<file path="config.mk">
export PLATFORM = sky130hd
export DESIGN_NAME = scancode_queue_typematic_repeat
export DESIGN_NICKNAME = d
export VERILOG_FILES = /design/src/hw/rtl/sqtr_pkg.sv /design/src/hw/rtl/scancode_queue_typematic_repeat.sv
export SDC_FILE = /design/constraint.sdc
export NUM_CORES = 1
export LEC_CHECK = 0
export ABC_AREA = 1
export BUFFER_PORTS_ARGS = -buffer_cell sky130_fd_sc_hd__buf_2
export CAP_MARGIN = 10
export CORE_UTILIZATION = 45
export CTS_CLUSTER_SIZE = 24
export DETAILED_ROUTE_END_ITERATION = 10
export HOLD_SLACK_MARGIN = 0.06
export PLACE_DENSITY = 0.6
export SYNTH_ARGS = -nofsm -noshare
export SYNTH_HDL_FRONTEND = slang
export SYNTH_SLANG_ARGS = --single-unit
</file>
<file path="constraint.sdc">
create_clock -name aclk -period 3.3 [get_ports aclk]
set_input_delay 0.165 -clock aclk [delete_from_list [all_inputs] [get_ports aclk]]
set_output_delay 0.165 -clock aclk [all_outputs]
set_load 0.01 [all_outputs]
</file>
<file path="src/hw/rtl/sqtr_pkg.sv">
package sqtr_pkg;

    localparam int unsigned QUEUE_DEPTH_DEFAULT = 16;
    localparam int unsigned CODE_W              = 8;
    localparam int unsigned DELAY_W             = 8;
    localparam int unsigned NUM_NO_REPEAT       = 8;

    typedef logic [CODE_W-1:0]  code_t;
    typedef logic [DELAY_W-1:0] delay_t;

    typedef enum logic [1:0] {
        MODE_PUSH  = 2'd0,
        MODE_TICK  = 2'd1,
        MODE_CLEAR = 2'd2
    } mode_t;

    localparam logic CFG_FIRST_DELAY = 1'b0;
    localparam logic CFG_NEXT_DELAY  = 1'b1;

    localparam delay_t FIRST_DELAY_RESET = 8'd15;
    localparam delay_t NEXT_DELAY_RESET  = 8'd2;

    localparam code_t NO_REPEAT_CODES [NUM_NO_REPEAT] = '{
        8'h3A, 8'h54, 8'h46, 8'h45, 8'h1D, 8'h38, 8'h2A, 8'h36
    };

    // lock and modifier keys do not auto-repeat
    function automatic logic is_repeating(input code_t c);
        logic rep;
        rep = 1'b1;
        for (int i = 0; i < NUM_NO_REPEAT; i++) begin
            if (c == NO_REPEAT_CODES[i]) begin
                rep = 1'b0;
            end
        end
        return rep;
    endfunction

endpackage

</file>
<file path="src/hw/rtl/scancode_queue_typematic_repeat.sv">
// Channel  | Dir | Ports                                   | Contents
// ---------+-----+-----------------------------------------+------------------------------
// input    | in  | s_tvalid s_tready s_tdata s_tuser       | tdata: code; tuser: mode
// result   | out | m_tvalid m_tready m_tdata               | tdata: scancode
// config   | in  | cfg_wr_en cfg_index cfg_wdata           | 0 first delay, 1 next delay
//
// One input transfer per cycle while s_tready is high; the state updates at the
// accepting edge and a result is loaded into the output or skid register.
// The queue is a RAM with a registered head word refreshed at every edge.
// A two-deep output stage (output register plus skid) keeps s_tready off m_tready.
// Reset is synchronous and clears control state; queue contents stay undefined.
module scancode_queue_typematic_repeat
    import sqtr_pkg::*;
#(
    parameter int unsigned QUEUE_DEPTH = QUEUE_DEPTH_DEFAULT
) (
    input  logic              aclk,
    input  logic              aresetn,

    input  logic              s_tvalid,
    output logic              s_tready,
    input  logic [7:0]        s_tdata,   // [7:0] code
    input  logic [1:0]        s_tuser,   // [1:0] mode

    output logic              m_tvalid,
    input  logic              m_tready,
    output logic [7:0]        m_tdata,   // [7:0] scancode

    input  logic              cfg_wr_en,
    input  logic              cfg_index,
    input  logic [7:0]        cfg_wdata
);

    localparam int unsigned PTR_W = (QUEUE_DEPTH > 1) ? $clog2(QUEUE_DEPTH) : 1;
    localparam int unsigned CNT_W = $clog2(QUEUE_DEPTH + 1);

    localparam logic [PTR_W-1:0] PTR_LAST = PTR_W'(QUEUE_DEPTH - 1);
    localparam logic [CNT_W-1:0] CNT_FULL = CNT_W'(QUEUE_DEPTH);

    code_t            queue_mem [QUEUE_DEPTH];
    code_t            head_reg;
    logic [PTR_W-1:0] rd_ptr_reg, rd_ptr_next;
    logic [PTR_W-1:0] wr_ptr_reg, wr_ptr_next;
    logic [CNT_W-1:0] count_reg, count_next;

    code_t  held_key_reg, held_key_next;
    logic   repeat_en_reg, repeat_en_next;
    delay_t countdown_reg, countdown_next;
    delay_t first_delay_reg;
    delay_t next_delay_reg;

    logic   out_valid_reg;
    code_t  out_data_reg;
    logic   skid_valid_reg;
    code_t  skid_data_reg;

    logic   accept;
    logic   push_wr;
    code_t  tick_code;
    delay_t countdown_dec;
    logic   emit;
    logic   res_valid;
    logic   out_load;

    function automatic logic [PTR_W-1:0] ptr_inc(input logic [PTR_W-1:0] p);
        return (p == PTR_LAST) ? '0 : p + PTR_W'(1);
    endfunction

    assign s_tready = ~skid_valid_reg;
    assign accept   = s_tvalid & s_tready;
    assign m_tvalid = out_valid_reg;
    assign m_tdata  = out_data_reg;

    assign tick_code     = (count_reg == '0) ? held_key_reg : head_reg;
    assign countdown_dec = (countdown_reg != '0) ? countdown_reg - 8'd1 : countdown_reg;

    always_comb begin
        rd_ptr_next    = rd_ptr_reg;
        wr_ptr_next    = wr_ptr_reg;
        count_next     = count_reg;
        held_key_next  = held_key_reg;
        repeat_en_next = repeat_en_reg;
        countdown_next = countdown_reg;
        push_wr        = 1'b0;
        emit           = 1'b0;
        if (accept) begin
            unique case (s_tuser)
                MODE_PUSH: begin
                    if (count_reg < CNT_FULL) begin
                        push_wr     = 1'b1;
                        wr_ptr_next = ptr_inc(wr_ptr_reg);
                        count_next  = count_reg + CNT_W'(1);
                    end
                end
                MODE_TICK: begin
                    if (count_reg != '0) begin
                        rd_ptr_next = ptr_inc(rd_ptr_reg);
                        count_next  = count_reg - CNT_W'(1);
                    end
                    if (tick_code != '0) begin
                        countdown_next = countdown_dec;
                        if (tick_code[7]) begin
                            // release
                            if ({1'b0, tick_code[6:0]} == held_key_reg) begin
                                held_key_next = '0;
                            end
                            emit = 1'b1;
                        end else if (tick_code != held_key_reg) begin
                            held_key_next  = tick_code;
                            repeat_en_next = is_repeating(tick_code);
                            if (repeat_en_next) begin
                                countdown_next = first_delay_reg;
                            end
                            emit = 1'b1;
                        end else if (repeat_en_reg && countdown_dec == '0) begin
                            countdown_next = next_delay_reg;
                            emit           = 1'b1;
                        end
                    end
                end
                MODE_CLEAR: begin
                    rd_ptr_next   = '0;
                    wr_ptr_next   = '0;
                    count_next    = '0;
                    held_key_next = '0;
                end
                default: begin
                end
            endcase
        end
    end

    assign res_valid = emit;
    assign out_load  = ~out_valid_reg | m_tready;

    always_ff @(posedge aclk) begin
        if (!aresetn) begin
            rd_ptr_reg      <= '0;
            wr_ptr_reg      <= '0;
            count_reg       <= '0;
            held_key_reg    <= '0;
            repeat_en_reg   <= 1'b0;
            countdown_reg   <= '0;
            first_delay_reg <= FIRST_DELAY_RESET;
            next_delay_reg  <= NEXT_DELAY_RESET;
            out_valid_reg   <= 1'b0;
            skid_valid_reg  <= 1'b0;
        end else begin
            rd_ptr_reg    <= rd_ptr_next;
            wr_ptr_reg    <= wr_ptr_next;
            count_reg     <= count_next;
            held_key_reg  <= held_key_next;
            repeat_en_reg <= repeat_en_next;
            countdown_reg <= countdown_next;
            if (cfg_wr_en) begin
                unique case (cfg_index)
                    CFG_FIRST_DELAY: first_delay_reg <= cfg_wdata;
                    CFG_NEXT_DELAY:  next_delay_reg  <= cfg_wdata;
                    default: begin
                    end
                endcase
            end
            if (out_load) begin
                out_valid_reg  <= skid_valid_reg | res_valid;
                skid_valid_reg <= 1'b0;
            end else if (res_valid) begin
                skid_valid_reg <= 1'b1;
            end
        end
    end

    // payload: output and skid data
    always_ff @(posedge aclk) begin
        if (out_load) begin
            out_data_reg <= skid_valid_reg ? skid_data_reg : tick_code;
        end else if (res_valid) begin
            skid_data_reg <= tick_code;
        end
    end

    // queue RAM, head word read ahead with write bypass
    always_ff @(posedge aclk) begin
        if (push_wr) begin
            queue_mem[wr_ptr_reg] <= s_tdata;
        end
        if (push_wr && wr_ptr_reg == rd_ptr_next) begin
            head_reg <= s_tdata;
        end else begin
            head_reg <= queue_mem[rd_ptr_next];
        end
    end

endmodule
</file>
==> impl_metrics.toml, run 1 <==
[cells_and_area]
nFillCells = 1923
area_growth_syn_to_layout_pct = 12.6
design_area_sq_um = 10500
drive_gt1_share_pct = 11.2
utilization_pct = 51.8
final-seq-area_sq_um = 5350
most-common-layout-cells = "nand2_1, edfxtp_1, inv_1"
fin_nets = 1127
layout_commonest_cell = "nand2_1"
largest_reg_flops = 128
n_antenna_cell = 0
fin_cells = 1373
multi_input_area_sq_um = 3210
top_register = "queue_mem"

[route]
drtIter0Drc = 578
totalWireLength_microns = 21500
drt_first_pass_iters = 5
vias = 7009
drc = 0
ant_nets = 0
vias_per_cell = 5.10
wl_per_cell_microns = 15.7

[global_routing]
grt_pass1_vias = 6681
overflow = 0
grt_pass1_wl_microns = 35200
grt_max_degree = 34
antenna_found_initial = 0
grt_use_total_pct = 21.2

[worst_setup_path]
critPathMaxFanout = 33
arrival_ns = 3.04
critPathKind = "register to register"
start_kind = "register"
cp-end-kind = "register"
required_ns = 3.37
rrSetupSlack_ns = 0.33

[clock_tree]
h-tree-depth = 4
ctsResizeCount = 0
cts_root_buf = "clkbuf_16"
clkTransAtPathRegs_ns = 0.07
clock_latency_ns = 0.43
clockBufferDepth = 2
cts.sinks = 195
cts_buffers = 17
cts_tree = "yes"

[sta]
max_slew.worst_pin.slew_ns = 0.766
fin_crit_ns = 2.97
rsz0062_at_grt = "false"
max_freq_ghz = 0.337
fin_worst_skew_ns = 0.0122
slew_headroom_pct = 48.7
setup_viol = 0
fin_crit_sh_pct = 90.0
hold_viol_final = 0
final_max_slew_viol_count = 0
finalSetupTns_ns = 0
fin_ws_ns = 0.332

[yosys]
synth_nets = 1078
yosys_register_bits = 195
seq_area_frac_synth_pct = 57.3
ys_warn_count = 0
yosys-top-cells-area = "edfxtp_1, dfxtp_1, nand2_1"
synth_top_area_cell = "edfxtp_1"
syn_inst = 1041
synth_edf_count = 144
synth.distinct_cells = 44
synth_ff_type = "edfxtp_1"
synthArstFlopShare_pct = 0
synth_top_cell_area_share_pct = 46.3
synthesis.area_sq_um = 9330
syn_area_per_cell_sq_um = 8.96

[place]
dp_hpwl_microns = 14900
io_buffers = 33
place_inst = 1333
placed_area_sq_um = 9820
gp_congestion = 0.850
place_ws_ns = 0.337

[die]
die_y_microns = 146
rows = 52
core_region_area_sq_um = 20300
die_area_sq_um = 21300
start_util_pct = 46.0
die_w_microns = 146
io_pins = 34

[min_path]
min_path_type = "primary input to register"
min_from = "s_tdata[7]"

[flow_run]
max-cap-violations = 0

[pwr]
ir_worst_vdd_mv = 0.348
power.density_nw_per_um2 = 577
power.leakage_uw = 0.00437

[outcome]
status = "finished, final reports clean"
-- synthesized netlist by cell type (2+ instances only) --
cell        n
nand2_1   271
edfxtp_1  144
inv_1     130
nand3_1   119
nor2_1     97
dfxtp_1    51
o21ai_0    51
a21oi_1    36
buf_2      12
buf_6      12
ha_1       12
nand2_2    12
nor3_1     12
o211ai_1   11
clkbuf_1    9
o21ai_1     6
inv_2       5
xor2_1      5
buf_4       4
o221ai_1    4
a211oi_1    3
nand4_1     3
nor2_2      3
a21oi_2     2
a22oi_1     2
a31oi_1     2
clkinv_1    2
nand2_4     2
nor4_1      2
xnor2_1     2
xor2_2      2
-- per-stage QoR --
stage	power, uW	hold WS [ns]
after global routing	6360	0.137
after floorplan	3670	0.264
after detailed placement	3990	0.403
after CTS	6100	0.122
after global placement	3980	0.395
final	6060	0.138
-- layout make-up --
class	instances	area share, %
Inverter	137	4.89
Multi-Input combinational cell	671	30.5
Timing Repair Buffer	68	4.74
Tap cell	270	3.21
Sequential cell	195	50.9
Clock buffer	18	4.18
Clock inverter	14	1.58
-- layer usage --
metal	up-vias	GRT usage (%)	routed length, microns
li1	3536	-	-
met1	3298	29.4	10000
met2	157	34.8	10400
met3	18	3.45	847
met4	0	5.31	239
met5	-	0	0
-- report_power, final --
part / switching, uW / internal [uW]
Sequential: 42.5 / 2720
Combinational: 804 / 376
Clock: 954 / 1160
-- kinds of logic (layout without fill, tap and decap cells) --
group | after synthesis | in the layout | synth area share [%]
and+or+nand+nor | 528 | 528 | 24.2
DFF | 195 | 195 | 57.3
buffers and inverters | 175 | 237 | 8.34
AOI/OAI and AO/OA | 121 | 121 | 7.39
adders and majority gates | 13 | 13 | 1.82
xor gates and xnor gates | 9 | 9 | 1.01
-- worst max-delay path, stage by stage (launching register included) --
cell     delay [ns]
dfxtp_2        0.47
inv_2          0.10
buf_12         0.18
nand2_1        0.07
nand3_1        0.06
nand3_1        0.12
nand3_1        0.14
nand3_1        0.14
nand2_1        0.15
nand2_1        0.12
nor3_1         0.06
nand3_1        0.10
nand2_2        0.08
nor2_4         0.21
nand2_1        0.08
nor2_1         0.49
-- repair_timing --
item / in CTS / in global routing
setup buffers: 0 / 0
endpoints found under the hold margin: 16 / 0
hold buffers: 8 / 0
-- final timing paths --
check,endpoint,cells past startpoint
worst min-delay path,queue_mem[6][7],1
worst max-delay path,skid_data_reg[0],15
worst min register to register,next_delay_reg[4],2
worst max register to register,skid_data_reg[0],15
(Power assumes the default switching activity.)
==> run 2, diff against run 1 <==
==> constraint.sdc (replaced) <==
create_clock -name aclk -period 3.3 [get_ports aclk]
set_input_delay 0.66 -clock aclk [delete_from_list [all_inputs] [get_ports aclk]]
set_output_delay 0.66 -clock aclk [all_outputs]
set_load 0.01 [all_outputs]
==> impl_metrics.toml, run 2 (same netlist as run 1, synthesis figures left out) <==
[clock_tree]
clockBufferDepth = 2
cts_root_buf = "clkbuf_16"
h-tree-depth = 4
clock_latency_ns = 0.44
cts_setup_buffers = 0
cts_buffers = 17
cts.sinks = 195
cts_tree = "yes"
postCtsHoldBufs = 0
ctsResizeCount = 0
clkTransAtPathRegs_ns = 0.08

[place]
place_ws_ns = 0.434
dp_hpwl_microns = 15500
gp_congestion = 0.865
io_buffers = 33

[worst_setup_path]
start_kind = "register"
crit_buf_inv = 3
critPathTopFamily = "simple AND/OR/NAND/NOR gates"
slowest_stage = "dfxtp_2"
rrSetupSlack_ns = 0.37
r2r_cells = 20
required_ns = 3.67
cp-end-kind = "register"
cpPeakStageDelay_ns = 0.34
critPathKind = "register to register"
r2r_end = "held_key_reg[1]"
arrival_ns = 3.30
crit_top_cell = "nand2_1"
crit_chain = "inv_2, buf_4, nand2_1, nand2_1, nand2_1, nand3_1, nand3_2, nand3_1, nand2_2, xor2_2, nand2_1, nor2_2, nand2_2, nand2_1, nand2_2, nand2_4, nand2_4, nand2_1, inv_1, nor2_1"
critPathMaxFanout = 18

[sta]
rsz0062_at_grt = "false"
hold_viol_final = 0
fin_worst_skew_ns = 0.0138
fin_ws_ns = 0.371
fin_crit_ns = 2.93
max_slew.worst_pin.slew_ns = 0.795
finalSetupTns_ns = 0
setup_viol = 0
final_max_slew_viol_count = 0
max_freq_ghz = 0.341
fin_crit_sh_pct = 88.7
slew_headroom_pct = 46.8

[global_routing]
grtUsageMet3_pct = 4.36
grt_max_degree = 66
grt_use_met2_pct = 35.3
grt_pass1_vias = 6595
grt_use_total_pct = 22.2
grt.busiest_layer = "met2"
grt_pass1_wl_microns = 36300
grtUsageMet1_pct = 30.9
antenna_found_initial = 0
overflow = 0

[cells_and_area]
layout_commonest_cell = "nand2_1"
drive_gt1_share_pct = 10.9
area_growth_syn_to_layout_pct = 11.7
most-common-layout-cells = "nand2_1, edfxtp_1, inv_1"
largest_reg_flops = 128
top_register = "queue_mem"
n_antenna_cell = 0
utilization_pct = 51.3
fin_nets = 1115

[die]
die_y_microns = 146
die_area_sq_um = 21300
rows = 52
core_region_area_sq_um = 20300
die_w_microns = 146
io_pins = 34
start_util_pct = 46.0

[route]
ant_nets = 0
drc = 0
wl_per_cell_microns = 16.5
drt_first_pass_iters = 5
vias = 7024
drtIter0Drc = 613
vias_per_cell = 5.16
totalWireLength_microns = 22400

[pwr]
total_power_uw = 6250
power.density_nw_per_um2 = 600
power.leakage_uw = 0.00432
ir_worst_vdd_mv = 0.319

[outcome]
status = "finished, final reports clean"

[min_path]
hold_end = "first_delay_reg[2]"
min_path_type = "primary input to register"
hold_path_depth = 3
min_from = "cfg_wdata[2]"

[flow_run]
max-cap-violations = 0
-- run 2: worst register-to-register path: stages, from the launching register on --
cell     delay (ns)
dfxtp_2        0.34
inv_2          0.26
buf_4          0.28
nand2_1        0.07
nand2_1        0.08
nand2_1        0.05
nand3_1        0.11
nand3_2        0.12
nand3_1        0.14
nand2_2        0.14
xor2_2         0.21
nand2_1        0.11
nor2_2         0.23
nand2_2        0.14
nand2_1        0.10
nand2_2        0.07
nand2_4        0.12
nand2_4        0.10
nand2_1        0.08
inv_1          0.04
nor2_1         0.09
-- run 2: routing by layer --
layer	share of wire [%]	wire, microns	up-vias
met3	5.3	1190	24
li1	-	-	3503
met1	46	10400	3297
met2	47	10500	200
met5	0	0	-
met4	1.5	325	0
-- run 2: where the power goes --
part / internal (uW) / total, uW / switching, uW
registers: 2720 / 2760 / 38.2
clock network: 1360 / 2320 / 960
logic: 360 / 1170 / 814
-- run 2: final cells by class --
cell class	instances	area (sq um)
clock buffer	18	429
clock inverter	14	225
fill	1897	9880
inverter	137	514
multi-input combinational	671	3210
sequential	195	5350
tap	270	338
timing repair buffer	56	363
-- run 2: worst max-delay path by stage --
| stage | end | slack (ns) | cells past startpoint | startpoint |
|---|---|---|---|---|
| 3_3_place_gp | queue_mem[9][3] | 0.44 | 7 | s_tuser[0] |
| 6_report | held_key_reg[1] | 0.37 | 20 | register |
| 5_1_grt | held_key_reg[4] | 0.12 | 20 | register |
| 3_5_place_dp | countdown_reg[0] | 0.43 | 14 | register |
| 2_1_floorplan | skid_data_reg[0] | 0.80 | 13 | countdown_reg[0] |
| 4_1_cts | countdown_reg[0] | 0.42 | 14 | register |
-- run 2: metrics by stage --
step                cell area, sq um  hold slack [ns]  cells
detailed placement              9770            0.449   1329
floorplan                       9330            0.425   1041
CTS                            10400            0.435   1361
finish                         10400            0.443   1361
global placement                9770            0.441   1329
global route                   10400            0.464   1361
==> run 3, diff against run 2 <==
- ABC_AREA: 1 -> default
- RECOVER_POWER: default -> 50
==> impl_metrics.toml, run 3 <==
[worst_setup_path]
r2r_end = "countdown_reg[5]"
critPathKind = "register to register"
slowest_stage = "a2111oi_2"
path_depth = 12
crit_top_cell = "and3_1"
cpPeakStageDelay_ns = 0.45
critPathMaxFanout = 22
required_ns = 3.63
crit_chain = "buf_12, mux4_2, mux2i_1, and3_1, a211o_1, inv_1, o21ai_0, a2111oi_2, or3_4, and3_1, o21ai_1, a32o_1"
critPathTopFamily = "compound AO/OA/AOI/OAI gates"
cp-end-kind = "register"
rrSetupSlack_ns = 0.16
arrival_ns = 3.47
r2r_cells = 12
crit_buf_inv = 2
start_kind = "register"

[yosys]
seq_area_frac_synth_pct = 60.6
yosys_register_bits = 195
synth.distinct_cells = 68
synthArstFlopShare_pct = 0
syn_area_per_cell_sq_um = 12.6
syn_inst = 700
synth_edf_count = 144
synth_most_common_cell = "edfxtp_1"
synth_top_area_cell = "edfxtp_1"
synth_top_cell_area_share_pct = 49.1
synth.top_cells.by_count = "edfxtp_1, nand2_1, dfxtp_1, a21oi_1, mux2i_1"
yosys-top-cells-area = "edfxtp_1, dfxtp_1, mux2i_1"
synth_ff_type = "edfxtp_1"
synthesis.area_sq_um = 8810
ys_warn_count = 0
synth_nets = 737

[pwr]
ir_worst_vdd_mv = 0.432
power.leakage_uw = 0.00344
total_power_uw = 5280
power.density_nw_per_um2 = 523

[global_routing]
antenna_found_initial = 0
grt_max_degree = 26
grt_pass1_wl_microns = 31100
grt_pass1_vias = 5805
overflow = 0
grt_use_total_pct = 20.7

[cells_and_area]
design_area_sq_um = 10100
layout_commonest_cell = "edfxtp_1"
nFillCells = 1605
multi_input_area_sq_um = 3290
top_register = "queue_mem"
final-seq-area_sq_um = 5350
area_growth_syn_to_layout_pct = 14.6
utilization_pct = 53.3
largest_reg_flops = 128
fin_cells = 1037
n_antenna_cell = 0
most-common-layout-cells = "edfxtp_1, nand2_1, dfxtp_1"
drive_gt1_share_pct = 18.5
fin_nets = 801

[route]
totalWireLength_microns = 19700
vias = 5830
drt_first_pass_iters = 6
drtIter0Drc = 456
drc = 0
ant_nets = 0
wl_per_cell_microns = 19.0
vias_per_cell = 5.62

[clock_tree]
cts_setup_buffers = 0
cts.sinks = 195
clockBufferDepth = 2
h-tree-depth = 4
cts_root_buf = "clkbuf_16"
clock_latency_ns = 0.43
postCtsHoldBufs = 0
clkTransAtPathRegs_ns = 0.07
cts_buffers = 17
cts_tree = "yes"

[die]
rows = 50
io_pins = 34
die_y_microns = 142
die_w_microns = 142
start_util_pct = 46.5
core_region_area_sq_um = 19000
die_area_sq_um = 20200

[sta]
fin_worst_skew_ns = 0.0101
fin_crit_sh_pct = 95.2
slew_headroom_pct = 26.9
max_freq_ghz = 0.318
setup_viol = 0
max_slew.worst_pin.slew_ns = 1.08
rsz0062_at_grt = "false"
hold_viol_final = 0
final_max_slew_viol_count = 0
fin_crit_ns = 3.14

[min_path]
hold_end = "first_delay_reg[0]"
min_path_type = "primary input to register"
min_from = "cfg_wdata[0]"
hold_path_depth = 3

[place]
gp_congestion = 0.876
io_buffers = 33
dp_hpwl_microns = 14000
placed_area_sq_um = 9520
place_inst = 1005

[outcome]
status = "finished, final reports clean"

[flow_run]
max-cap-violations = 0
-- run 3: cell count changes after synthesis, moves of 12 or more --
cell / before / now
nor3_1: 12 / 25
nand3_1: 119 / 20
mux2i_1: 0 / 45
nor2_1: 97 / 40
inv_1: 130 / 17
clkbuf_1: 9 / 21
mux4_2: 0 / 19
o21ai_0: 51 / 23
nand2_1: 271 / 81
-- run 3: cell type report --
class,instances,area share (%)
Sequential cell,195,52.9
Tap cell,260,3.22
Inverter,19,0.706
Clock buffer,19,4.28
Timing Repair Buffer,80,5.16
Clock inverter,13,1.14
Multi-Input combinational cell,451,32.5
-- run 3: worst max path at each step --
stage / start / end / slack (ns)
CTS: register / countdown_reg[7] / 0.009
floorplan: register / skid_data_reg[0] / 0.23
finish: register / countdown_reg[5] / 0.16
global placement: register / countdown_reg[1] / -0.06
detailed placement: register / countdown_reg[1] / -0.06
global route: register / countdown_reg[5] / 0.01
-- run 3: kinds of logic (layout without fill, tap and decap cells) --
kind of cell             Yosys count  after routing  share of synthesized area [%]
adder cells (fa/ha/maj)           13             13                           1.93
flip-flops                       195            195                           60.6
buffers and inverters             54            131                           2.82
XOR/XNOR                          15             15                           1.58
AND/OR/NAND/NOR                  217            217                           11.6
AO/OA/AOI/OAI                    133            133                           10.2
multiplexers                      73             73                           11.2
-- run 3: worst register-to-register path, delay by kind of cell, from the launching register on --
kind / cells / cell delay, ns
compound gates: 5 / 1.28
buf+inv: 2 / 0.41
flops: 1 / 0.36
mux: 2 / 0.35
simple gates: 3 / 0.65
-- run 3: routing by layer --
metal	GRT usage (%)	part of all wire, %	up-vias
met2	34.5	49	172
met5	0	0	-
met4	8.09	2.5	0
met1	26.9	44	2866
li1	-	-	2755
met3	3.67	4.1	37
-- run 3: stage by stage --
| step | hold slack [ns] | setup slack [ns] | TNS, ns |
|---|---|---|---|
| after floorplan | 0.434 | 0.232 | 0 |
| after global placement | 0.453 | -0.0598 | -0.104 |
| after detailed placement | 0.458 | -0.0610 | -0.162 |
| after CTS | 0.455 | 0.00865 | 0 |
| after global routing | 0.469 | 0.0126 | 0 |
| final | 0.465 | 0.157 | 0 |
-- run 3: where the power goes --
| part | leakage, uW | internal, uW | switching (uW) |
|---|---|---|---|
| Clock | 0.000265 | 992 | 928 |
| Sequential | 0.00173 | 2680 | 28.5 |
| Combinational | 0.00144 | 239 | 420 |
-- run 3: timing repair --
action                                  CTS  global route
gates resized for setup                   1            17
endpoints found under the hold margin     0             0
pin swaps                                 0             0
endpoints found under the setup margin    3            26
gates cloned                              0             0
